### config.mk
export PLATFORM = sky130hd
export DESIGN_NAME = rbmj_sqrt_step
export DESIGN_NICKNAME = d
export VERILOG_FILES = /design/src/rtl/core/rbmj_sqrt_step.sv
export SDC_FILE = /design/constraint.sdc
export NUM_CORES = 1
export LEC_CHECK = 0
export ABC_AREA = 1
export BUFFER_PORTS_ARGS = -buffer_cell sky130_fd_sc_hd__buf_2
export CORE_MARGIN = 1
export CORE_UTILIZATION = 30
export DETAILED_ROUTE_END_ITERATION = 7
export GPL_ROUTABILITY_DRIVEN = 0
export PLACE_DENSITY = 0.59
export SLEW_MARGIN = 20
export SYNTH_ARGS = -nofsm -noshare
export SYNTH_HDL_FRONTEND = slang
export SYNTH_SLANG_ARGS = --single-unit
### constraint.sdc
create_clock -name vclk -period 3.6
set_input_delay 0.36 -clock vclk [all_inputs]
set_output_delay 0.36 -clock vclk [all_outputs]
set_load 0.02 [all_outputs]
### src/rtl/core/rbmj_sqrt_step.sv
// One digit of the restoring integer square root.
module rbmj_sqrt_step #(
   parameter int ROOT_W = 17
) (
   input  logic [ROOT_W:0]   rem_i,
   input  logic [ROOT_W-1:0] root_i,
   input  logic [1:0]        pair_i,
   output logic [ROOT_W:0]   rem_o,
   output logic [ROOT_W-1:0] root_o
);

   logic [ROOT_W+2:0] cur;
   logic [ROOT_W+2:0] trial;
   logic              fits;

   // Bring down the next radicand pair and try the next root bit.
   always_comb begin
      cur   = {rem_i, pair_i};
      trial = {1'b0, root_i, 2'b01};
      fits  = (cur >= trial);
      if (fits) begin
         rem_o = (ROOT_W+1)'(cur - trial);
      end else begin
         rem_o = (ROOT_W+1)'(cur);
      end
      root_o = {root_i[ROOT_W-2:0], fits};
   end

endmodule

After elaboration in Yosys (flattened, before gate mapping)
Cells that the tools add are included.
- mux-type cells: 1
- magnitude comparators: 1
- add/sub/neg operators: 1
- operator list (kind ; number):
    20-bit by 19-bit greater-or-equal comparator with 1-bit output ; 1
    18-bit two-way mux ; 1
    18-bit subtractor ; 1
- input port bits: 37
- register bits after elaboration: 0
- output and inout bits: 35
- logic and storage cells: 3

Logic depth before layout (Yosys ltp)
- word-level depth: 2
- gate-level depth with buffers: 14
- gate-level depth less buffers: 13

Worst setup path before layout
OpenSTA, ideal clock, no wires.
- kind: input to output
- start: input port root_i[1]
- end: output port rem_o[1]
- buffers on the path: 1
- setup slack: 1334 ps
- stages: 10
- data arrival time: 1906 ps
- data required time: 3240 ps
- path through: inv_1 > ha_1 > a21oi_1 > nand2_1 > nand2_1 > nand3b_4 > nand2_2 > nand2_4 > buf_6 > o21ai_0
- word-level cells in the longest chain between the ends: 2
- ends and longest elaborated chain (element ; RTL line ; text):
    from (decl) ; 6 ; input logic [ROOT_W-1:0] root_i,
    20-bit by 19-bit greater-or-equal comparator with 1-bit output ; 20 ; fits = (cur >= trial);
    18-bit two-way mux ; 21 ; if (fits) begin
    to (decl) ; 8 ; output logic [ROOT_W:0] rem_o,
Every way passes these cells.

Worst setup path after layout
- start: input port root_i[11]
- end: output port rem_o[5]
Same word-level chain as after synthesis.

==> flow_summary.rst <==
.. list-table::
   :header-rows: 1

   * - Metric
     - Value
   * - Number of unique standard cell types used by synthesis
     - 22
   * - Leading area contributor after synthesis
     - nand2_1
   * - Ranking of synthesized cells by area
     - nand2_1, ha_1, inv_1, buf_4, nand3_1
   * - Core Footprint
     - 0.00482 mm^2
   * - Initial Utilization
     - 31.8%
   * - Setup-violating endpoint count in the final report
     - 0
   * - Routed vias
     - 1773
   * - Total power
     - 0.364 mW
   * - Req. time, crit path
     - 3240 ps
   * - Power density over cell area
     - 200 mW/mm^2
   * - Ordered list of cells on the worst path
     - buf_2, inv_1, ha_1, nand2_2, nor2_2, nand3_1, o21ai_1, nor2_1, nand2_4, inv_4, nand2_1, nand2_1, buf_2
   * - Area Overhead vs Synth
     - 18.7%
   * - FP Rows
     - 25
   * - Horizontal extent of the die
     - 73.4 um
   * - Area fraction of the dominant cell type after synthesis
     - 30.7%
   * - Logic gate share of total power
     - 100.0%
   * - Y dimension of the die
     - 73.4 um
   * - Resized cells post-CTS
     - 0
   * - Fraction of layout cells with a size suffix above 1
     - 23.1%
   * - Worst Hold Slack
     - 951 ps
   * - Number of pins with negative max-slew slack in the final report
     - 0
   * - Most frequently used cell type in the post-synthesis netlist
     - nand2_1
   * - Setup repair after global routing missed its margin
     - false
   * - Final critical-path share of the clock period
     - 69.8%
   * - Total half-perimeter wirelength after legalization and detailed placement
     - 3.39 mm
   * - Maximum clock frequency
     - 0.398 GHz
   * - Clock buffer count in the final layout
     - 0
   * - Total of hold buffers inserted after clock tree synthesis
     - 0
   * - Type of element launching the critical path
     - primary input
   * - Worst Setup Slack post-DPL
     - 1080 ps
   * - Pin count of the biggest net entering global routing
     - 22
   * - Final critical path time including I/O delays and setup
     - 2510 ps
   * - Number of standard cells after synthesis
     - 298
   * - Crit path DAT
     - 2150 ps
   * - First-pass GRT wire length
     - 6.39 mm
   * - Post-synthesis instance area
     - 0.00153 mm^2
   * - Via density per instance
     - 4.25
   * - Static leakage
     - 1.21 nW
   * - Tightest slew margin relative to the limit
     - 81.2%
   * - Overflow left after global routing
     - 0
   * - Detailed-routing iteration count for the pre-antenna-repair pass
     - 4
   * - Number of I/O pins
     - 72
   * - Maximum fanout encountered on the critical timing path
     - 21
   * - Total die area
     - 0.00539 mm^2
   * - Max rail drop VDD
     - 0.0625 mV
   * - Part of the power in registers
     - 0%
   * - Mean routed wirelength per cell
     - 9.34 um
   * - Final routed wirelength across all metal layers
     - 3.89 mm
   * - Sw frac
     - 63.9%
   * - Net count of the finished layout
     - 408
   * - Part of the power in the clock network
     - 0%
   * - Post-CTS Setup Repair Bufs
     - 0
   * - CP peak stage delay
     - 420 ps
   * - Antenna fix cells
     - 0
   * - Internal power summed over all cells
     - 0.131 mW
   * - Detailed-route DRC error count
     - 0
   * - Number of I/O port buffers
     - 72
   * - Sum of negative setup slack
     - 0 ps
   * - Hold crit path type
     - primary input to output pin
   * - Seq/Total Area, Yosys
     - 0%
   * - Net Count, Synth
     - 354
   * - Final core utilization
     - 37.7%
   * - Worst Max-Slew Pin Slew
     - 282 ps
   * - Initial antenna violation count
     - 0
   * - Capturing element type of the critical path
     - output pin
   * - Vias in the first global route
     - 1521
   * - Gr usage total
     - 14.4%
   * - Crit-path slowest cell
     - ha_1
   * - Result of the run
     - complete, no violations
   * - Register Area
     - 0 um^2
   * - Final Hold Fails
     - 0
   * - Synth warnings
     - 0
   * - Category of the critical setup timing path
     - primary input to output pin
   * - Antenna viol nets, final
     - 0
   * - Most used standard cells in the synthesized netlist
     - nand2_1, inv_1, nor2_1, ha_1
   * - Max-cap violation count
     - 0
   * - Number of DRC markers after the initial detailed-route iteration
     - 88
   * - Net Sw Power
     - 0.232 mW
   * - Number of flip-flops and latches
     - 0
   * - Worst path setup slack after routing
     - 1090 ps
   * - Synthesized area per cell
     - 5.13 um^2
[layout make-up]
cell class                      count  area, um^2
Inverter                           55         209
Tap cell                           67        83.8
Timing Repair Buffer               72         360
Multi-Input combinational cell    223        1160
Fill cell                         586        3000
[final timing paths]
path	startpoint	endpoint	depth (start not counted)
worst max-delay path	root_i[11]	rem_o[5]	13
worst min-delay path	root_i[12]	root_o[13]	2
[routing by layer]
metal	share of wire [%]	vias up	GRT usage, %
met5	0	-	0
met4	0	0	0
met3	2.7	0	0.274
met2	46	28	25.1
met1	51	755	21.0
li1	-	990	-
[logic make-up after synthesis]
kind of cell | Yosys count | share of synthesized area, %
AND/OR/NAND/NOR | 174 | 47.6
buffers and inverters | 75 | 24.0
AO/OA/AOI/OAI | 20 | 6.70
adder cells (fa/ha/maj) | 19 | 15.5
XOR/XNOR | 10 | 6.21
[power groups by stage]
| stage | registers, mW | clock network (mW) | logic (mW) |
|---|---|---|---|
| finish | 0 | 0 | 0.364 |
| global route | 0 | 0 | 0.408 |
| CTS | 0 | 0 | 0.367 |
| detailed placement | 0 | 0 | 0.365 |
| global placement | 0 | 0 | 0.364 |
| floorplan | 0 | 0 | 0.274 |
[critical path, delay by kind of cell]
kind                       cells  cell delay, ps
and+or+nand+nor                7             790
buffers and inverters          4             420
adders and majority gates      1             420
AOI/OAI and AO/OA              1             150
[through the flow]
stage                     instances  instance area, um^2
after floorplan                 298                 1530
after global placement          417                 1820
after detailed placement        417                 1820
after CTS                       417                 1820
after global routing            417                 1820
final                           417                 1820
[layout by cell type, fill, tap and decap left out, types with 2 or more instances in the layout]
master    count
nand2_1     125
buf_2        72
inv_1        52
nor2_1       20
ha_1         19
nand3_1      18
a21oi_1      14
xor2_1        8
nand3b_1      5
o21ai_0       4
inv_2         2
nand2_2       2
Note: power is estimated with default switching activity, not from simulation.
