$ cat src/rtl/core/rbmj_div_step.sv
// One quotient bit of a restoring divider with a shifted divisor.
module rbmj_div_step #(
   parameter int NUM_W = 31,
   parameter int DEN_W = 17,
   parameter int QUO_W = 15,
   parameter int BIT   = 0
) (
   input  logic [NUM_W-1:0] rem_i,
   input  logic [DEN_W-1:0] den_i,
   output logic [NUM_W-1:0] rem_o,
   output logic             bit_o
);

   localparam int TW = DEN_W + QUO_W;

   logic [TW-1:0] den_sh;
   logic [TW-1:0] rem_ext;

   // Subtract the divisor weighted by this quotient bit when it fits.
   always_comb begin
      den_sh  = TW'(den_i) << BIT;
      rem_ext = TW'(rem_i);
      bit_o   = (rem_ext >= den_sh);
      if (bit_o) begin
         rem_o = NUM_W'(rem_ext - den_sh);
      end else begin
         rem_o = rem_i;
      end
   end

endmodule

$ cat config.mk
export PLATFORM = sky130hd
export DESIGN_NAME = rbmj_div_step
export DESIGN_NICKNAME = d
export VERILOG_FILES = /design/src/rtl/core/rbmj_div_step.sv
export SDC_FILE = /design/constraint.sdc
export NUM_CORES = 1
export LEC_CHECK = 0
export BUFFER_PORTS_ARGS = -buffer_cell sky130_fd_sc_hd__clkbuf_2
export CORE_UTILIZATION = 40
export DETAILED_ROUTE_END_ITERATION = 8
export GPL_ROUTABILITY_DRIVEN = 0
export GPL_TIMING_DRIVEN = 0
export PLACE_DENSITY = 0.71
export SLEW_MARGIN = 15
export SYNTH_ARGS = -nofsm -noshare
export SYNTH_HDL_FRONTEND = slang
export SYNTH_SLANG_ARGS = --single-unit
$ cat constraint.sdc
create_clock -name vclk -period 7.53
set_input_delay 1.506 -clock vclk [all_inputs]
set_output_delay 1.506 -clock vclk [all_outputs]
set_load 0.03 [all_outputs]
==> Word-level counts from Yosys, hierarchy flattened <==
Index checks and enable logic that the tools add are counted.
{ "op_classes": {"add_sub_neg": 1, "n_lt_le_gt_ge": 1, "mux": 1} }
{ "op_table": {"columns": ["op", "count"], "rows": [
  ["31-bit by 17-bit greater-or-equal comparator with 1-bit output", 1],
  ["31-bit two-way mux", 1],
  ["31-bit by 17-bit subtractor with 31-bit output", 1]
]} }
{ "word_totals": {"reg_bits": 0, "inputBits": 48, "out_inout_bits": 32, "word_cells": 3} }

==> Longest topological paths before layout <==
Gate-level depths: netlist of the first run.
{ "logic_depth": {"depth_word": 2, "ltp_mapped": 12, "mapped_depth_nobuf": 10} }

==> Worst setup path before layout of the first run <==
OpenSTA, ideal clock, no wires.
{ "synth_timing": {"path_type": "input to output", "from": "in rem_i[0]", "to": "out rem_o[24]", "arrival_time_ps": 3699, "required_ps": 6024, "setup_slack_ps": 2325, "cell_stages": 10, "path_buffers": 0, "cell_sequence": "inv_1 ha_1 fa_1 nor2b_1 o211ai_1 a21boi_2 o311ai_1 a211oi_2 nor3_1 xor2_1"} }
{ "synth_via": {"elab_chain_cells": 2, "elab_cells_between_ends": 3, "cone_classes": "add/sub: 1; order compare: 1; mux: 1"} }
{ "synth_lines": {"columns": ["item", "line", "source"], "rows": [
  ["start, declared", "8", "input logic [NUM_W-1:0] rem_i,"],
  ["31-bit by 17-bit subtractor with 31-bit output or 31-bit by 17-bit greater-or-equal comparator with 1-bit output (tied branches)", "25, 23", null],
  ["31-bit two-way mux (*)", "24", "if (bit_o) begin"],
  ["end, declared", "10", "output logic [NUM_W-1:0] rem_o,"]
]} }
Mark *: on every way between the ends. The rest lies on a longest branch, timed or not.

==> Worst setup path after layout of the first run <==
{ "layout_timing": {"from": "in rem_i[0]", "to": "out rem_o[28]"} }
The elaborated chain is that of the path after synthesis.

==> key figures, run 1 <==
Timing
  • Period Utilization, post-route: 0.734
  • Final TNS setup: 0 ns
  • Tmin final: 5.52 ns
  • Final Hold Slack: 3.35 ns
  • Worst Tran Pin Value: 0.583 ns
  • Max Slew Vio Count: 0
  • Final setup vio count: 0
  • RSZ-0062 raised after global routing: no
  • Max Clk Rate: 181 MHz
  • Hold Vio Cnt, Final: 0
  • Worst rel slew slack: 0.611

Logic synthesis
  • Average size of a mapped cell: 6.72 µm²
  • Most frequent cell after synthesis: nand2_1
  • Largest cells by area after synthesis: ha_1 (13%), xor2_1 (11%), nand2_1 (6.8%)
  • Syn nets: 305
  • Ys Warns: 0
  • Cell accounting for the most synthesized area: ha_1
  • Netlist Area Pre-Place: 1610 µm²
  • Post-synth top cells: nand2_1 (29), inv_1 (22), xor2_1 (21)
  • Number of library cell types mapped by synthesis: 51
  • Top cell type's share of synthesized area: 0.132
  • Sequential area share after synthesis: 0
  • Syn Inst Count: 239

Floorplan
  • Die Y: 65.4 µm
  • Cell Rows: 22
  • Core Region: 3740 µm²
  • Initial Util: 0.429
  • Die area: 4270 µm²
  • # IOs: 80
  • Die X: 65.4 µm

Final layout
  • Num sequential: 0
  • Register area: 0 µm²
  • Filler cells: 395
  • Share of cells above drive strength 1: 0.323
  • Final std cells w/o fill: 367
  • Clock buffer count: 0
  • Layout area overhead: 28.7%
  • Number of nets in the layout: 387
  • N_diodes: 0

Outcome
  • Status: finished, final reports clean

Clock tree
  • Post-CTS Repair Setup Buffers: 0
  • Hold Buf Count CTS: 0
  • Post-CTS resize count: 0

Critical path
  • CP Class: input port to output port
  • CP max FO: 7
  • Startpoint types: input port
  • Crit path required time: 6.02 ns
  • Top delay family on crit path: compound AO/OA/AOI/OAI gates
  • Largest stage delay on the critical path: 0.56 ns
  • Worst endpoint data arrival time: 4.02 ns
  • Worst path cell trace: clkbuf_2 > inv_1 > ha_1 > fa_1 > nor2b_1 > o211ai_1 > a21boi_2 > o311ai_1 > a211oi_2 > nor3b_1 > xor2_1 > clkbuf_2
  • Slowest stage cell, crit path: a211oi_2
  • Crit. End Element: output port
  • Most used cell, CP: clkbuf_2
  • Critical path buffers and inverters: 3

Job
  • Max-Cap Viols: 0

Detailed routing
  • Detail Route Antenna Nets: 0
  • Drt pass-1 iters: 4
  • Vias/cell: 5.28
  • DRC Markers: 0
  • Routed wire length: 4.36 mm
  • Via count: 1936
  • WL per Instance: 11.9 µm
  • Initial detailed-routing violation count: 61

GRT
  • Congestion Overflow GR: 0
  • First-pass GRT wire length: 7.13 mm
  • Largest net degree at the start of global routing: 11
  • Initial antenna violation count: 0
  • Vias in the first global route: 1707
  • Tot GR Track Use: 0.200

Placed design
  • IO buf count: 80
  • Cell total after placement: 367
  • DPL Wire Length: 3.66 mm

Power
  • Tot Pwr: 194 µW
  • Leakage power: 0.00106 µW
  • VDD IR max: 0.0000454 V
  • Pwr/cell area: 93.9 nW/µm²

Min path
  • Hold Crit Class: input port to output port
[power by group]
group          internal (µW)  switching [µW]
logic                   67.9             126
clock network              0               0
registers                  0               0
[per-stage QoR]
stage	area, µm²	util	worst slack (ns)
2_1_floorplan	1610	-	2.33
6_report	2070	0.552	2.01
3_3_place_gp	2070	0.552	2.03
3_5_place_dp	2070	0.552	2.03
5_1_grt	2070	0.552	1.80
4_1_cts	2070	0.552	2.02
[path summary, 6_finish.rpt]
kind / start / end / slack (ns) / depth (start not counted)
worst max-delay path: rem_i[0] / rem_o[28] / 2.01 / 12
worst min-delay path: rem_i[30] / rem_o[30] / 3.35 / 3
[placed cells by master (no fill, tap or decap), types with 2 or more instances in the layout]
cell type  instances
nand3_1            7
o22ai_1            2
or3_1              2
a31oi_1            4
a21o_1             7
nor3b_1            2
nand2_1           29
inv_1             22
nor2_1            17
nor2b_1            2
buf_4              2
buf_2              2
nand4_1            6
nor4_1             5
xnor2_1            6
o21ai_1            8
nand2b_1           6
a211oi_1           2
o21bai_1           3
xor2_1            21
o211ai_1           3
a21oi_1           14
o21ai_0           13
clkbuf_2          81
nor4_2             2
buf_6              3
nor3_1             8
ha_1              17
[cells by family after synthesis]
group,after synthesis,share of synthesized area
buffers and inverters,30,0.0911
AOI/OAI and AO/OA,67,0.280
and+or+nand+nor,97,0.337
xor gates and xnor gates,27,0.147
adders and majority gates,18,0.145
[area by class of cell]
cell class,instances,area [µm²],area share
plain buffers,8,63.8,0.0309
inverters,22,82.6,0.0400
multi-input cells,209,1460,0.706
well taps,48,60.1,0.0291
repair buffers,80,400,0.194
[layer usage]
layer | wire length [µm] | share of wire | track usage | vias up
met2 | 1950 | 0.45 | 0.362 | 61
met1 | 2140 | 0.49 | 0.270 | 843
met3 | 231 | 0.053 | 0.00347 | 3
li1 | - | - | - | 1029
met4 | 46 | 0.011 | 0.0190 | 0
met5 | 0 | 0 | 0 | -
Note: power is estimated with default switching activity, not from simulation.
==> run 2, diff against run 1 <==
Settings changed: PLACE_DENSITY 0.71 to 0.74.
Clock period 7.53 ns to 4.8 ns, I/O delays scaled along.
==> run 2 against run 1 <==
  * First-iteration DRC count up 20%
  * Die area unchanged
  * Cell count unchanged
  * Largest power group unchanged
  * Combinational power up 57%
  * Flip-flop and latch count unchanged
  * Sequential share of layout area unchanged
==> key figures, run 2 (synthesis results as in run 1) <==
Timing
  • Worst Slack Setup Final: 0.395 ns (-1.61 ns)
  • Final setup vio count: 0 (unchanged)
  • Period Utilization, post-route: 0.918
  • Hold Vio Cnt, Final: 0 (unchanged)
  • Worst Tran Pin Value: 0.586 ns (+0.00293 ns)
  • Final Hold Slack: 2.25 ns (-1.09 ns)
  • Worst rel slew slack: 0.609 (-0.00195)
  • RSZ-0062 raised after global routing: no
  • Max Slew Vio Count: 0 (unchanged)
  • Max Clk Rate: 227 MHz
  • Tmin final: 4.40 ns
  • Final TNS setup: 0 ns (unchanged)

Job
  • Max-Cap Viols: 0 (unchanged)

Outcome
  • Status: finished, final reports clean

Critical path
  • Slowest stage cell, crit path: a211oi_2
  • Crit. End Element: output port
  • Worst endpoint data arrival time: 3.44 ns (-0.58 ns)
  • Most used cell, CP: clkbuf_2
  • CP Class: input port to output port
  • CP max FO: 7 (unchanged)
  • Worst path cell trace: clkbuf_2 > inv_1 > ha_1 > fa_1 > nor2b_1 > o211ai_1 > a21boi_2 > o311ai_1 > a211oi_2 > nor3_1 > xor2_1 > clkbuf_2
  • Crit path required time: 3.84 ns (-2.18 ns)
  • Critical path origin: rem_i[0]
  • Top delay family on crit path: compound AO/OA/AOI/OAI gates
  • Largest stage delay on the critical path: 0.57 ns (about the same)
  • Critical path buffers and inverters: 3 (unchanged)
  • Startpoint types: input port

Placed design
  • Placed Area: 2070 µm² (unchanged)
  • IO buf count: 80 (unchanged)
  • Post-Place Setup Slack: 0.404 ns (-1.63 ns)
  • DPL Wire Length: 3.69 mm (+0.92%)

Min path
  • Hold Path Stages: 3 (unchanged)
  • Hold Crit Class: input port to output port
  • Worst Hold Endpoint: rem_o[30]
  • Hold path startpoint: rem_i[30]

GRT
  • First-pass GRT wire length: 7.08 mm (-0.67%)
  • Largest net degree at the start of global routing: 11 (unchanged)
  • Tot GR Track Use: 0.199 (-0.000362)
  • Vias in the first global route: 1696 (-0.64%)
  • Initial antenna violation count: 0 (unchanged)
  • Congestion Overflow GR: 0 (unchanged)

Detailed routing
  • Vias/cell: 5.35 (+1.4%)
  • Drt pass-1 iters: 4 (unchanged)
  • Routed wire length: 4.41 mm (+1.3%)
  • Via count: 1964 (+1.4%)
  • DRC Markers: 0 (unchanged)
  • WL per Instance: 12.0 µm (+1.3%)
  • Detail Route Antenna Nets: 0 (unchanged)
  • Initial detailed-routing violation count: 73 (+20%)

Final layout
  • N_diodes: 0 (unchanged)
  • Number of nets in the layout: 387 (unchanged)
  • Register area: 0 µm² (unchanged)
  • Clock buffer count: 0 (unchanged)
  • Share of cells above drive strength 1: 0.323 (unchanged)
  • Num sequential: 0 (unchanged)
  • Fin area: 2070 µm² (unchanged)
  • Layout area overhead: 28.7% (unchanged)
  • Commonest cells after routing, fill and taps aside: clkbuf_2 (81), nand2_1 (29), inv_1 (22)
  • Filler cells: 388 (-1.8%)
  • Commonest non-fill, non-tap cell in the layout: clkbuf_2

Power
  • VDD IR max: 0.0000708 V (+56%)
  • Leakage power: 0.00106 µW (unchanged)
  • Pwr/cell area: 147 nW/µm² (+56%)

Floorplan
  • # IOs: 80 (unchanged)
  • Core Region: 3740 µm² (unchanged)
  • Cell Rows: 22 (unchanged)
  • Initial Util: 0.429 (unchanged)
  • Die Y: 65.4 µm (unchanged)
  • Die area: 4270 µm² (unchanged)
  • Die X: 65.4 µm (unchanged)

Clock tree
  • Hold Buf Count CTS: 0 (unchanged)
  • Post-CTS Repair Setup Buffers: 0 (unchanged)
  • Post-CTS resize count: 0 (unchanged)
## run 2: cell counts in the layout (fill, tap and decap cells not counted)
No cell type changed its count.
## run 2: routing by layer
metal / track usage / share of wire
met4: 0 / 0
met5: 0 / 0
met2: 0.387 / 0.49
met1: 0.259 / 0.46
met3: 0 / 0.050
## run 2: worst min-delay path, delay by kind of cell
kind                   cells  cell delay, ns
XOR/XNOR                   1            0.06
buffers and inverters      2            0.27
## run 2: layout make-up
| type | instances | area, µm² | area share |
|---|---|---|---|
| repair buffers | 80 | 400 | 0.194 |
| plain buffers | 8 | 63.8 | 0.0309 |
| inverters | 22 | 82.6 | 0.0400 |
| well taps | 48 | 60.1 | 0.0291 |
| multi-input cells | 209 | 1460 | 0.706 |
## run 2: power by group
part / switching (µW) / internal, µW
Clock: 0 / 0
Sequential: 0 / 0
Combinational: 197 / 106
## run 2: per-stage QoR
step | util | cells | total power, µW
detailed placement | 0.552 | 367 | 303
finish | 0.552 | 367 | 304
CTS | 0.552 | 367 | 304
global route | 0.552 | 367 | 329
floorplan | - | 239 | 217
global placement | 0.552 | 367 | 301
## run 2: how the worst max path moves through the flow
stage | to | slack [ns] | depth (start not counted)
after detailed placement | rem_o[24] | 0.40 | 12
final | rem_o[24] | 0.40 | 12
after global routing | rem_o[28] | 0.16 | 12
after floorplan | rem_o[24] | 0.69 | 10
after CTS | rem_o[24] | 0.39 | 12
after global placement | rem_o[30] | 0.43 | 12
