--- src/rtl/core/rbmj_pkg.sv ---
// Shared widths, constants and the arctangent table of the range-bearing measurement block.
package rbmj_pkg;

   // Field widths of the request and response items.
   localparam int COORD_FIELD_W  = 16;
   localparam int COORD_BITS_DEF = 16;
   localparam int ANGLE_W        = 16;
   localparam int RANGE_W        = 17;
   localparam int RGRAD_W        = 16;
   localparam int BGRAD_W        = 32;

   // Fraction bits of the two gradient rows.
   localparam int RGRAD_FRAC = 14;
   localparam int BGRAD_FRAC = 30;

   // CORDIC datapath: normalized inputs sit in [2^30, 2^31), angles use pi = 2^31.
   localparam int CORDIC_STEPS = 30;
   localparam int CORDIC_W     = 35;
   localparam int ANG_ACC_W    = 32;
   localparam int NORM_W       = 31;

   localparam logic [ANG_ACC_W-1:0] ANGLE_PI   = 32'h8000_0000;
   localparam logic [ANG_ACC_W-1:0] ANGLE_HALF = 32'h0000_8000;

   // Arctangent of 2^-step in units of pi = 2^31.
   function automatic logic [ANG_ACC_W-1:0] cordic_atan(input int step);
      logic [ANG_ACC_W-1:0] val;
      case (step)
         0:  val = 32'h2000_0000;
         1:  val = 32'h12E4_051E;
         2:  val = 32'h09FB_385B;
         3:  val = 32'h0511_11D4;
         4:  val = 32'h028B_0D43;
         5:  val = 32'h0145_D7E1;
         6:  val = 32'h00A2_F61E;
         7:  val = 32'h0051_7C55;
         8:  val = 32'h0028_BE53;
         9:  val = 32'h0014_5F2F;
         10: val = 32'h000A_2F98;
         11: val = 32'h0005_17CC;
         12: val = 32'h0002_8BE6;
         13: val = 32'h0001_45F3;
         14: val = 32'h0000_A2FA;
         15: val = 32'h0000_517D;
         16: val = 32'h0000_28BE;
         17: val = 32'h0000_145F;
         18: val = 32'h0000_0A30;
         19: val = 32'h0000_0518;
         20: val = 32'h0000_028C;
         21: val = 32'h0000_0146;
         22: val = 32'h0000_00A3;
         23: val = 32'h0000_0051;
         24: val = 32'h0000_0029;
         25: val = 32'h0000_0014;
         26: val = 32'h0000_000A;
         27: val = 32'h0000_0005;
         28: val = 32'h0000_0003;
         29: val = 32'h0000_0001;
         default: val = '0;
      endcase
      return val;
   endfunction

endpackage

--- src/rtl/core/rbmj_cordic_step.sv ---
// One vectoring-mode CORDIC rotation of the bearing pipeline.
module rbmj_cordic_step #(
   parameter int STEP = 0
) (
   input  logic signed [rbmj_pkg::CORDIC_W-1:0]  x_i,
   input  logic signed [rbmj_pkg::CORDIC_W-1:0]  y_i,
   input  logic        [rbmj_pkg::ANG_ACC_W-1:0] z_i,
   output logic signed [rbmj_pkg::CORDIC_W-1:0]  x_o,
   output logic signed [rbmj_pkg::CORDIC_W-1:0]  y_o,
   output logic        [rbmj_pkg::ANG_ACC_W-1:0] z_o
);

   localparam logic [rbmj_pkg::ANG_ACC_W-1:0] ATAN = rbmj_pkg::cordic_atan(STEP);

   logic signed [rbmj_pkg::CORDIC_W-1:0] x_sh;
   logic signed [rbmj_pkg::CORDIC_W-1:0] y_sh;

   // Shifts truncate toward zero; x never goes negative.
   always_comb begin
      x_sh = x_i >>> STEP;
      if (y_i[rbmj_pkg::CORDIC_W-1]) begin
         y_sh = -((-y_i) >>> STEP);
      end else begin
         y_sh = y_i >>> STEP;
      end
   end

   // Rotate toward the x axis and accumulate the angle.
   always_comb begin
      if (!y_i[rbmj_pkg::CORDIC_W-1]) begin
         x_o = x_i + y_sh;
         y_o = y_i - x_sh;
         z_o = z_i + ATAN;
      end else begin
         x_o = x_i - y_sh;
         y_o = y_i + x_sh;
         z_o = z_i - ATAN;
      end
   end

endmodule

--- config.mk ---
export PLATFORM = sky130hd
export DESIGN_NAME = rbmj_cordic_step
export DESIGN_NICKNAME = d
export VERILOG_FILES = /design/src/rtl/core/rbmj_pkg.sv /design/src/rtl/core/rbmj_cordic_step.sv
export SDC_FILE = /design/constraint.sdc
export NUM_CORES = 1
export LEC_CHECK = 0
export CAP_MARGIN = 20
export CORE_ASPECT_RATIO = 0.9
export CORE_UTILIZATION = 46
export DETAILED_ROUTE_END_ITERATION = 6
export DONT_BUFFER_PORTS = 1
export PLACE_DENSITY_LB_ADDON = 0.12
export SETUP_SLACK_MARGIN = 0.3
export SKIP_LAST_GASP = 1
export SYNTH_ARGS = -nofsm -noshare
export SYNTH_HDL_FRONTEND = slang
export SYNTH_SLANG_ARGS = --single-unit
--- constraint.sdc ---
create_clock -name vclk -period 5.7
set_clock_uncertainty 0.2 [all_clocks]
set_input_delay 0.57 -clock vclk [all_inputs]
set_output_delay 0.57 -clock vclk [all_outputs]
set_load 0.02 [all_outputs]
## Yosys cells after proc, flatten, opt, wreduce, memory -nomap -nowiden

Index checks and enable logic that the tools add are counted.

- Register bits: 0
- Input port bits: 102
- ROM bits: 0
- Latch bits: 0
- Memory bits (writable): 0
- Memories kept: 0

- Shifts and indexed selects: 0
- Bitwise logic cells: 0
- Add/sub/neg operators: 8
- Muxes and demuxes: 4
- Reduce and logical (&&, ||, !) cells: 0
- Multiply operators: 0
- Eq/ne operators: 0
- $lt $le $gt $ge: 0
- Div/mod/pow operators: 0

Operators with widths:

| cell | number |
|---|---|
| $mux 35 | 3 |
| $add 35x35->35 | 2 |
| $neg 35->35 | 2 |
| $sub 35x35->35 | 2 |
| $add 32x30->32 const B | 1 |
| $mux 32 | 1 |
| $sub 32x30->32 const B | 1 |

## Longest topological paths before layout

Gate-level depths: netlist of the first run.

- Depth in word-level cells: 5
- Depth in mapped cells: 19
- Depth with buffers taken out: 19

## Worst setup path before layout of the first run

No wires, ideal clock.

- Path type: in2out
- Start point: input port x_i[4] (netlist bit)
- End point: output port y_o[32] (netlist bit)
- Buffers on the path: 0
- Arrival time: 4.036 ns
- Stages: 17
- Setup slack: 0.894 ns
- Data required time: 4.930 ns
- Path through: or3_1 -> nor3_2 -> nand2b_1 -> nor3_2 -> and2_1 -> a21oi_1 -> xor2_1 -> ha_1 -> and2_1 -> a21oi_1 -> o21ai_0 -> a21o_1 -> a221oi_1 -> nand2_1 -> a221oi_1 -> a21oi_1 -> xor2_1

- Longest elaborated chain between the ends: 2
- Elaborated cells between the ends (all ways): 3
- Classes of those cells: add/sub (2); mux (1)

Ends and longest elaborated chain:

| item | RTL line | source |
|---|---|---|
| start, declared | rbmj_cordic_step.sv:5 | `input logic signed [rbmj_pkg::CORDIC_W-1:0] x_i,` |
| $sub 35x35->35 / $add 35x35->35 (equally long branches) | rbmj_cordic_step.sv:32, rbmj_cordic_step.sv:36 |  |
| $mux 35 * | rbmj_cordic_step.sv:30 | `if (!y_i[rbmj_pkg::CORDIC_W-1]) begin` |
| end, declared | rbmj_cordic_step.sv:9 | `output logic signed [rbmj_pkg::CORDIC_W-1:0] y_o,` |

Mark *: on every way between the ends. The rest lies on a longest branch, timed or not.

## Worst setup path in the final report of the first run

- Start point: input port x_i[9] (netlist bit)
- End point: output port y_o[31] (netlist bit)

Same word-level chain as after synthesis.

==> run summary, run 1 <==
RSZ-0062 raised after global routing = false
Final GP Congestion = 0.954
Post-DRT Antenna Nets = 0
sequential cell count = 0
Yosys Warn Count = 0
vias = 5275
Critical Path AT = 4.36 ns
Core ar. = 11000 um^2
routed len/inst = 18.7 um
Final #Nets = 904
Vias/cell = 6.01
outcome = finished, final reports clean
pin slew with the least headroom to its limit = 0.547 ns
Peak VDD IR = 0.101 mV
Die Y = 104 um
Power Density = 188 nW/um^2
placed cell area = 5240 um^2
first-pass GRT wire length = 25900 um
Worst Path Required = 4.93 ns
hold crit path type = primary input to primary output
startpoint types = primary input
FMAX = 0.195 GHz
Layout area overhead = -1.17%
Fin. Hold Viols = 0
Overflow after GRT = 0
Post-Syn Area = 5330 um^2
die area = 12000 um^2
min Tclk post-route = 5.13 ns
endpoints failing setup = 0
Overall Power = 0.990 mW
die width = 115 um
Seq/Total Area, Yosys = 0%
vias in the first global route = 4746
IO Port Bufs = 0
Leakage = 2.27 nW
# rows = 36
max_cap viols = 0
DR iter-0 viols = 469
fin crit share = 89.9%
sequential cell area = 0 um^2
worst-path maximum fanout = 6
Slew HR = 63.2%
pin count of the biggest net entering global routing = 59
Syn Nets = 951
layout cell share with drive strength beyond 1 = 3.86%
Routed WL = 16400 um
Synth cell types = 62
initial antenna violation count = 0
DRT Pass-1 Iters = 5
# diodes = 0
clock buf count = 0
initial core utilization = 48.3%
max-slew violation count = 0
Worst setup EP type = primary output
setup TNS = 0 ns
Post-Synthesis Cells = 775
Post CTS Setup Buffer Count = 0
Setup CP Type = primary input to primary output
Top Ports = 204
area occupied by multi-input gates = 4920 um^2
hpwl dp = 14100 um
Avg Cell Area, Syn = 6.87 um^2
Residual DRC = 0
final core occ = 47.7%
Design Area, Final = 5270 um^2
filler instances = 1205
GRT Overall Usage = 26.8%
==> where the power goes <==
part / switching (mW) / internal (mW) / leakage, nW
combinational: 0.655 / 0.335 / 2.27
sequential: 0 / 0 / 0
clock: 0 / 0 / 0
==> layer usage <==
| metal | part of all wire (%) | global-route usage [%] | vias up |
|---|---|---|---|
| met1 | 54 | 45.2 | 2405 |
| met4 | 1.1 | 2.78 | 0 |
| li1 | - | - | 2669 |
| met3 | 6.9 | 2.74 | 32 |
| met5 | 0 | 0 | - |
| met2 | 38 | 35.7 | 169 |
==> per-stage QoR <==
step	cells	worst slack (ns)	hold WS, ns
floorplan	775	0.894	1.04
global placement	878	0.573	0.940
finish	878	0.574	0.940
CTS	878	0.501	0.940
global route	878	0.301	0.940
detailed placement	878	0.515	0.940
==> synth_stat cells (all sizes together), types with 14 or more instances <==
master  number  share of area (%)
a21o        40                5.6
a21oi       97                9.1
a31oi       14                1.6
buf         32                4.4
clkbuf      23                1.6
ha          71                 17
inv         30                2.1
nand2       50                3.7
nand3       14                1.3
nor2        79                5.6
nor3        22                2.3
o21ai       38                3.6
xnor2       80                 13
xor2        50                8.4
==> cells in the final DEF, fill, tap and decap left out, drive strengths merged, types with 3 or more instances in the layout <==
cell / synthesis / layout
ha: 71 / 71
nor2: 79 / 79
o31ai: 6 / 6
a211oi: 6 / 6
xor2: 50 / 50
xnor2: 80 / 80
fa: 3 / 3
and2: 9 / 9
o21a: 8 / 8
a21o: 40 / 40
a21oi: 97 / 97
nor4: 10 / 10
buf: 32 / 6
nand2b: 10 / 10
or4: 4 / 4
o21ai: 38 / 38
a221oi: 4 / 4
o41ai: 6 / 6
inv: 30 / 30
o211ai: 3 / 3
nand2: 50 / 50
a31oi: 14 / 14
and3: 7 / 7
nand3b: 3 / 3
o21bai: 10 / 10
nand3: 14 / 14
nand4: 9 / 9
nor3: 22 / 22
nor2b: 10 / 10
==> what timing repair did <==
action | in CTS | in global routing
gates resized for setup | 0 | 3
setup endpoints to repair | 0 | 3
hold buffers | 0 | 0
==> final timing paths <==
| kind | from | to | slack, ns | cells after the start |
|---|---|---|---|---|
| worst min-delay path | z_i[15] | z_o[15] | 0.94 | 0 |
| worst max-delay path | x_i[9] | y_o[31] | 0.57 | 14 |
==> worst max-delay path, cell delays in order <==
cell,delay [ns]
or4_4,0.55
nor4_4,0.30
or2b_1,0.27
nand2_1,0.09
xnor2_1,0.08
ha_1,0.41
nand3_1,0.16
o32a_1,0.33
o21ai_1,0.18
nor2_1,0.13
o31ai_1,0.47
a221o_1,0.28
a221oi_1,0.11
xnor2_1,0.43
==> cells by family after synthesis <==
kind of cell    count (synthesis)  share of synthesized area (%)
xor+xnor                      130                           21.5
compound gates                250                           29.6
mux                             3                          0.587
simple gates                  233                           22.4
fa+ha+maj                      74                           17.8
buf+inv                        85                           8.10
==> area by class of cell <==
class | instances | share of cell area [%]
Multi-Input combinational cell | 690 | 93.4
Tap cell | 152 | 3.61
Inverter | 30 | 2.14
Timing Repair Buffer | 6 | 0.856
No activity file was read; power rests on OpenSTA's default activity.
==> inputs of run 2 (changes only) <==
- CORE_UTILIZATION: 46 -> 54
- MAX_ROUTING_LAYER: default -> met4
==> run summary, run 2 (synthesized netlist as in run 1, its figures left out) <==
outcome = finished, final reports clean
die width = 107 um (-7.6%)
max-slew violation count = 0 (unchanged)
sequential cell area = 0 um^2 (unchanged)
Leakage = 2.26 nW (-0.49%)
Overflow after GRT = 0 (unchanged)
GRT Overall Usage = 30.0% (+3.2 points)
Vias/cell = 6.28 (+4.5%)
Top Ports = 204 (unchanged)
layout cell share with drive strength beyond 1 = 3.73% (-0.12 points)
Worst Path Required = 4.93 ns (about the same)
# resized after CTS = 0 (unchanged)
RSZ-0062 raised after global routing = true
fin cells = 849 (-3.3%)
final worst setup slack = 0.612 ns (+0.0386 ns)
min Tclk post-route = 5.09 ns (-0.0386 ns)
sequence of cells on the critical path = or3_1 > nor3_2 > nand2b_1 > o41ai_1 > xnor2_1 > ha_1 > a21oi_1 > o21ai_0 > a31oi_1 > a21oi_1 > a221oi_1 > o21ai_0 > a31oi_1 > a21oi_1 > o211ai_1
Final #Nets = 901 (-0.33%)
Slew HR = 62.9% (-0.29 points)
Layout area overhead = -1.86%
die area = 10300 um^2 (-15%)
endpoints failing setup = 0 (unchanged)
crit path from = x_i[4]
initial core utilization = 55.4% (+7.1 points)
Worst Hold Slack = 0.940 ns (unchanged)
initial antenna violation count = 0 (unchanged)
setup TNS = 0 ns (unchanged)
filler instances = 956 (-21%)
Final GP Congestion = 0.989 (+3.7%)
vias in the first global route = 4626 (-2.5%)
pin slew with the least headroom to its limit = 0.552 ns (+0.00492 ns)
startpoint types = primary input
leading cell type in the layout, fill and taps excluded = a21oi_1
Setup CP Type = primary input to primary output
Worst path max stage delay = 0.47 ns (-0.08 ns)
Hold Crit Depth = 0 (unchanged)
worst-path maximum fanout = 5 (-1)
Post CTS Setup Buffer Count = 0 (unchanged)
Power Density = 189 nW/um^2 (+0.39%)
most frequent cells in the layout = 97 x a21oi_1, 80 x xnor2_1, 79 x nor2_1
worst slack, placed = 0.503 ns (-0.0118 ns)
hold crit path type = primary input to primary output
Residual DRC = 0 (unchanged)
sequential cell count = 0 (unchanged)
placed instance count = 849 (-3.3%)
Die Y = 96.2 um (-7.6%)
vias = 5332 (+1.1%)
slowest stage cell, crit path = or3_1
clock buf count = 0 (unchanged)
# diodes = 0 (unchanged)
Worst setup EP type = primary output
Fin. Hold Viols = 0 (unchanged)
pin count of the biggest net entering global routing = 59 (unchanged)
Core ar. = 9610 um^2 (-13%)
# rows = 34 (-5.6%)
Post-DRT Antenna Nets = 0 (unchanged)
fin crit share = 89.3% (-0.68 points)
IO Port Bufs = 0 (unchanged)
hpwl dp = 13500 um (-4.3%)
Critical Path AT = 4.32 ns (-0.04 ns)
DR iter-0 viols = 403 (-14%)
Peak VDD IR = 0.0991 mV (-2.3%)
placed cell area = 5190 um^2 (-1.0%)
max_cap viols = 0 (unchanged)
first-pass GRT wire length = 24300 um (-6.3%)
most used cell, CP = a21oi_1
CTS Hold Bufs = 0 (unchanged)
DRT Pass-1 Iters = 5 (unchanged)
Design Area, Final = 5230 um^2 (-0.69%)
Worst Hold Path EP = z_o[2]
origin of the worst min-delay path = z_i[2]
FMAX = 0.197 GHz (+0.76%)
routed len/inst = 18.7 um (+0.23%)
Routed WL = 15900 um (-3.1%)
area occupied by multi-input gates = 4940 um^2 (+0.38%)
[run 2: final cells by class]
class	instances	area share [%]
Inverter	30	2.15
Multi-Input combinational cell	690	94.4
Timing Repair Buffer	3	0.431
Tap cell	126	3.02
[run 2: worst max-delay path: cells and delay by family]
kind,cells,cell delay (ns)
AOI/OAI and AO/OA,10,2.43
and+or+nand+nor,3,0.80
adders and majority gates,1,0.31
xor gates and xnor gates,1,0.18
[run 2: how the worst max path moves through the flow]
| stage | end | slack (ns) | cells past startpoint |
|---|---|---|---|
| 6_report | y_o[34] | 0.61 | 15 |
| 3_3_place_gp | y_o[32] | 0.56 | 17 |
| 4_1_cts | y_o[32] | 0.49 | 17 |
| 3_5_place_dp | y_o[32] | 0.50 | 17 |
| 2_1_floorplan | y_o[32] | 0.89 | 17 |
| 5_1_grt | y_o[34] | 0.26 | 15 |
[run 2: stage by stage]
step                power, mW  utilization, %
CTS                     0.972            54.0
global placement        0.958            54.0
finish                  0.987            54.4
floorplan               0.864               -
global route             1.08            54.4
detailed placement      0.966            54.0
[run 2: metal layers]
layer	share of wire [%]	up-vias	track usage [%]
li1	-	2653	-
met1	53	2419	47.6
met2	39	230	40.0
met3	7.5	30	2.17
met4	1.3	0	5.71
met5	0	-	-
[run 2: where the power goes]
part           internal [mW]  leakage, nW  switching (mW)
logic                  0.332         2.26           0.656
clock network              0            0               0
registers                  0            0               0
==> inputs of run 3 (changes only) <==
- PLACE_DENSITY_LB_ADDON: 0.12 -> 0.1
==> run summary, run 3 (synthesized netlist as in run 1, its figures left out) <==
outcome = finished, final reports clean
Routed WL = 16000 um (+0.74%)
Worst setup EP type = primary output
Power Density = 189 nW/um^2 (-0.11%)
sequential cell area = 0 um^2 (unchanged)
Setup CP Type = primary input to primary output
Leakage = 2.26 nW (about the same)
leading cell type in the layout, fill and taps excluded = a21oi_1
FMAX = 0.197 GHz (+0.21%)
Overflow after GRT = 0 (unchanged)
hpwl dp = 13500 um (+0.24%)
DRT Pass-1 Iters = 5 (unchanged)
vias in the first global route = 4624 (-0.043%)
CTS Hold Bufs = 0 (unchanged)
die area = 10300 um^2 (unchanged)
endpoints failing setup = 0 (unchanged)
max_cap viols = 0 (unchanged)
Critical Path AT = 4.31 ns (about the same)
routed len/inst = 18.8 um (+0.74%)
fin crit share = 89.1% (-0.18 points)
Slew HR = 61.2% (-1.7 points)
first-pass GRT wire length = 24500 um (+0.91%)
Top Ports = 204 (unchanged)
worst-path maximum fanout = 6 (+1)
DR iter-0 viols = 498 (+24%)
GRT Overall Usage = 30.4% (+0.35 points)
clock buf count = 0 (unchanged)
Hold Crit Depth = 0 (unchanged)
grt met3 use = 1.83% (-0.34 points)
Die Y = 96.2 um (unchanged)
busiest layer in global routing = met1
origin of the worst min-delay path = z_i[2]
pin count of the biggest net entering global routing = 59 (unchanged)
sequential cell count = 0 (unchanged)
Logic pwr share = 100.0% (about the same)
Worst Hold Path EP = z_o[2]
Layout area overhead = -2.00%
met1 Use GR = 49.3% (+1.7 points)
Core ar. = 9610 um^2 (unchanged)
Vias/cell = 6.35 (+1.2%)
Final GP Congestion = 1.04 (+5.6%)
startpoint types = primary input
Fin. Hold Viols = 0 (unchanged)
most frequent cells in the layout = 97 x a21oi_1, 80 x xnor2_1, 79 x nor2_1
switching share of power = 66.4% (about the same)
final core occ = 54.3% (-0.078 points)
internal power = 0.331 mW (-0.24%)
# rows = 34 (unchanged)
IO Port Bufs = 0 (unchanged)
layout cell share with drive strength beyond 1 = 3.60% (-0.14 points)
Post-DRT Antenna Nets = 0 (unchanged)
vias = 5395 (+1.2%)
die width = 107 um (unchanged)
Peak VDD IR = 0.103 mV (+3.5%)
Post CTS Setup Buffer Count = 0 (unchanged)
initial core utilization = 55.4% (unchanged)
# diodes = 0 (unchanged)
Net Sw Power = 0.654 mW (-0.26%)
met2 usage = 40.0% (unchanged)
Residual DRC = 0 (unchanged)
Clock Power Share = 0% (unchanged)
min Tclk post-route = 5.08 ns (-0.0105 ns)
initial antenna violation count = 0 (unchanged)
RSZ-0062 raised after global routing = false
max-slew violation count = 0 (unchanged)
setup TNS = 0 ns (unchanged)
Reg power frac = 0% (unchanged)
hold crit path type = primary input to primary output
Final #Nets = 901 (unchanged)
Worst Path Required = 4.93 ns (about the same)
pin slew with the least headroom to its limit = 0.578 ns (+0.0255 ns)
[run 3: power by group through the flow]
| stage | Sequential [mW] | Clock (mW) | Combinational, mW |
|---|---|---|---|
| floorplan | 0 | 0 | 0.864 |
| global placement | 0 | 0 | 0.958 |
| detailed placement | 0 | 0 | 0.965 |
| CTS | 0 | 0 | 0.972 |
| global route | 0 | 0 | 1.08 |
| finish | 0 | 0 | 0.985 |
[run 3: cell type report]
class	instances	area, um^2
multi-input cells	690	4930
fillers	989	4390
well taps	126	158
inverters	30	113
repair buffers	3	22.5
[run 3: repair_timing]
action,in CTS,in global routing
endpoints found under the setup margin,0,7
resized for setup,0,5
endpoints found under the hold margin,0,0
[run 3: stage by stage]
| step | power, mW | std cells | instance area (um^2) | hold WS [ns] | worst slack (ns) |
|---|---|---|---|---|---|
| finish | 0.985 | 849 | 5220 | 0.940 | 0.623 |
| global route | 1.08 | 849 | 5220 | 0.940 | 0.287 |
| CTS | 0.972 | 849 | 5190 | 0.940 | 0.510 |
| detailed placement | 0.965 | 849 | 5190 | 0.940 | 0.521 |
| global placement | 0.958 | 849 | 5190 | 0.940 | 0.594 |
| floorplan | 0.864 | 775 | 5330 | 1.04 | 0.894 |
[run 3: critical path: stages]
cell and delay, ns:
or4_4 0.57, nor4_4 0.31, or2b_1 0.29, o31a_1 0.25, xor2_1 0.15, ha_1 0.38, o21ai_0 0.12, a21oi_1 0.25
nor2_1 0.06, a2bb2oi_1 0.24, a31oi_1 0.17, o21ai_1 0.23, nand3_1 0.11, a21oi_1 0.20, xor2_1 0.41
[run 3: how the worst max path moves through the flow]
| stage | startpoint | endpoint | depth (start not counted) |
|---|---|---|---|
| final | x_i[9] | y_o[33] | 15 |
| after global routing | x_i[4] | y_o[32] | 17 |
| after CTS | x_i[4] | y_o[32] | 17 |
| after detailed placement | x_i[4] | y_o[32] | 17 |
| after global placement | x_i[4] | y_o[32] | 17 |
| after floorplan | x_i[4] | y_o[32] | 17 |
[run 3: metal layers]
metal | up-vias | part of all wire [%]
met3 | 32 | 6.5
met2 | 222 | 39
met4 | 0 | 1.4
met5 | - | 0
met1 | 2478 | 53
li1 | 2663 | -
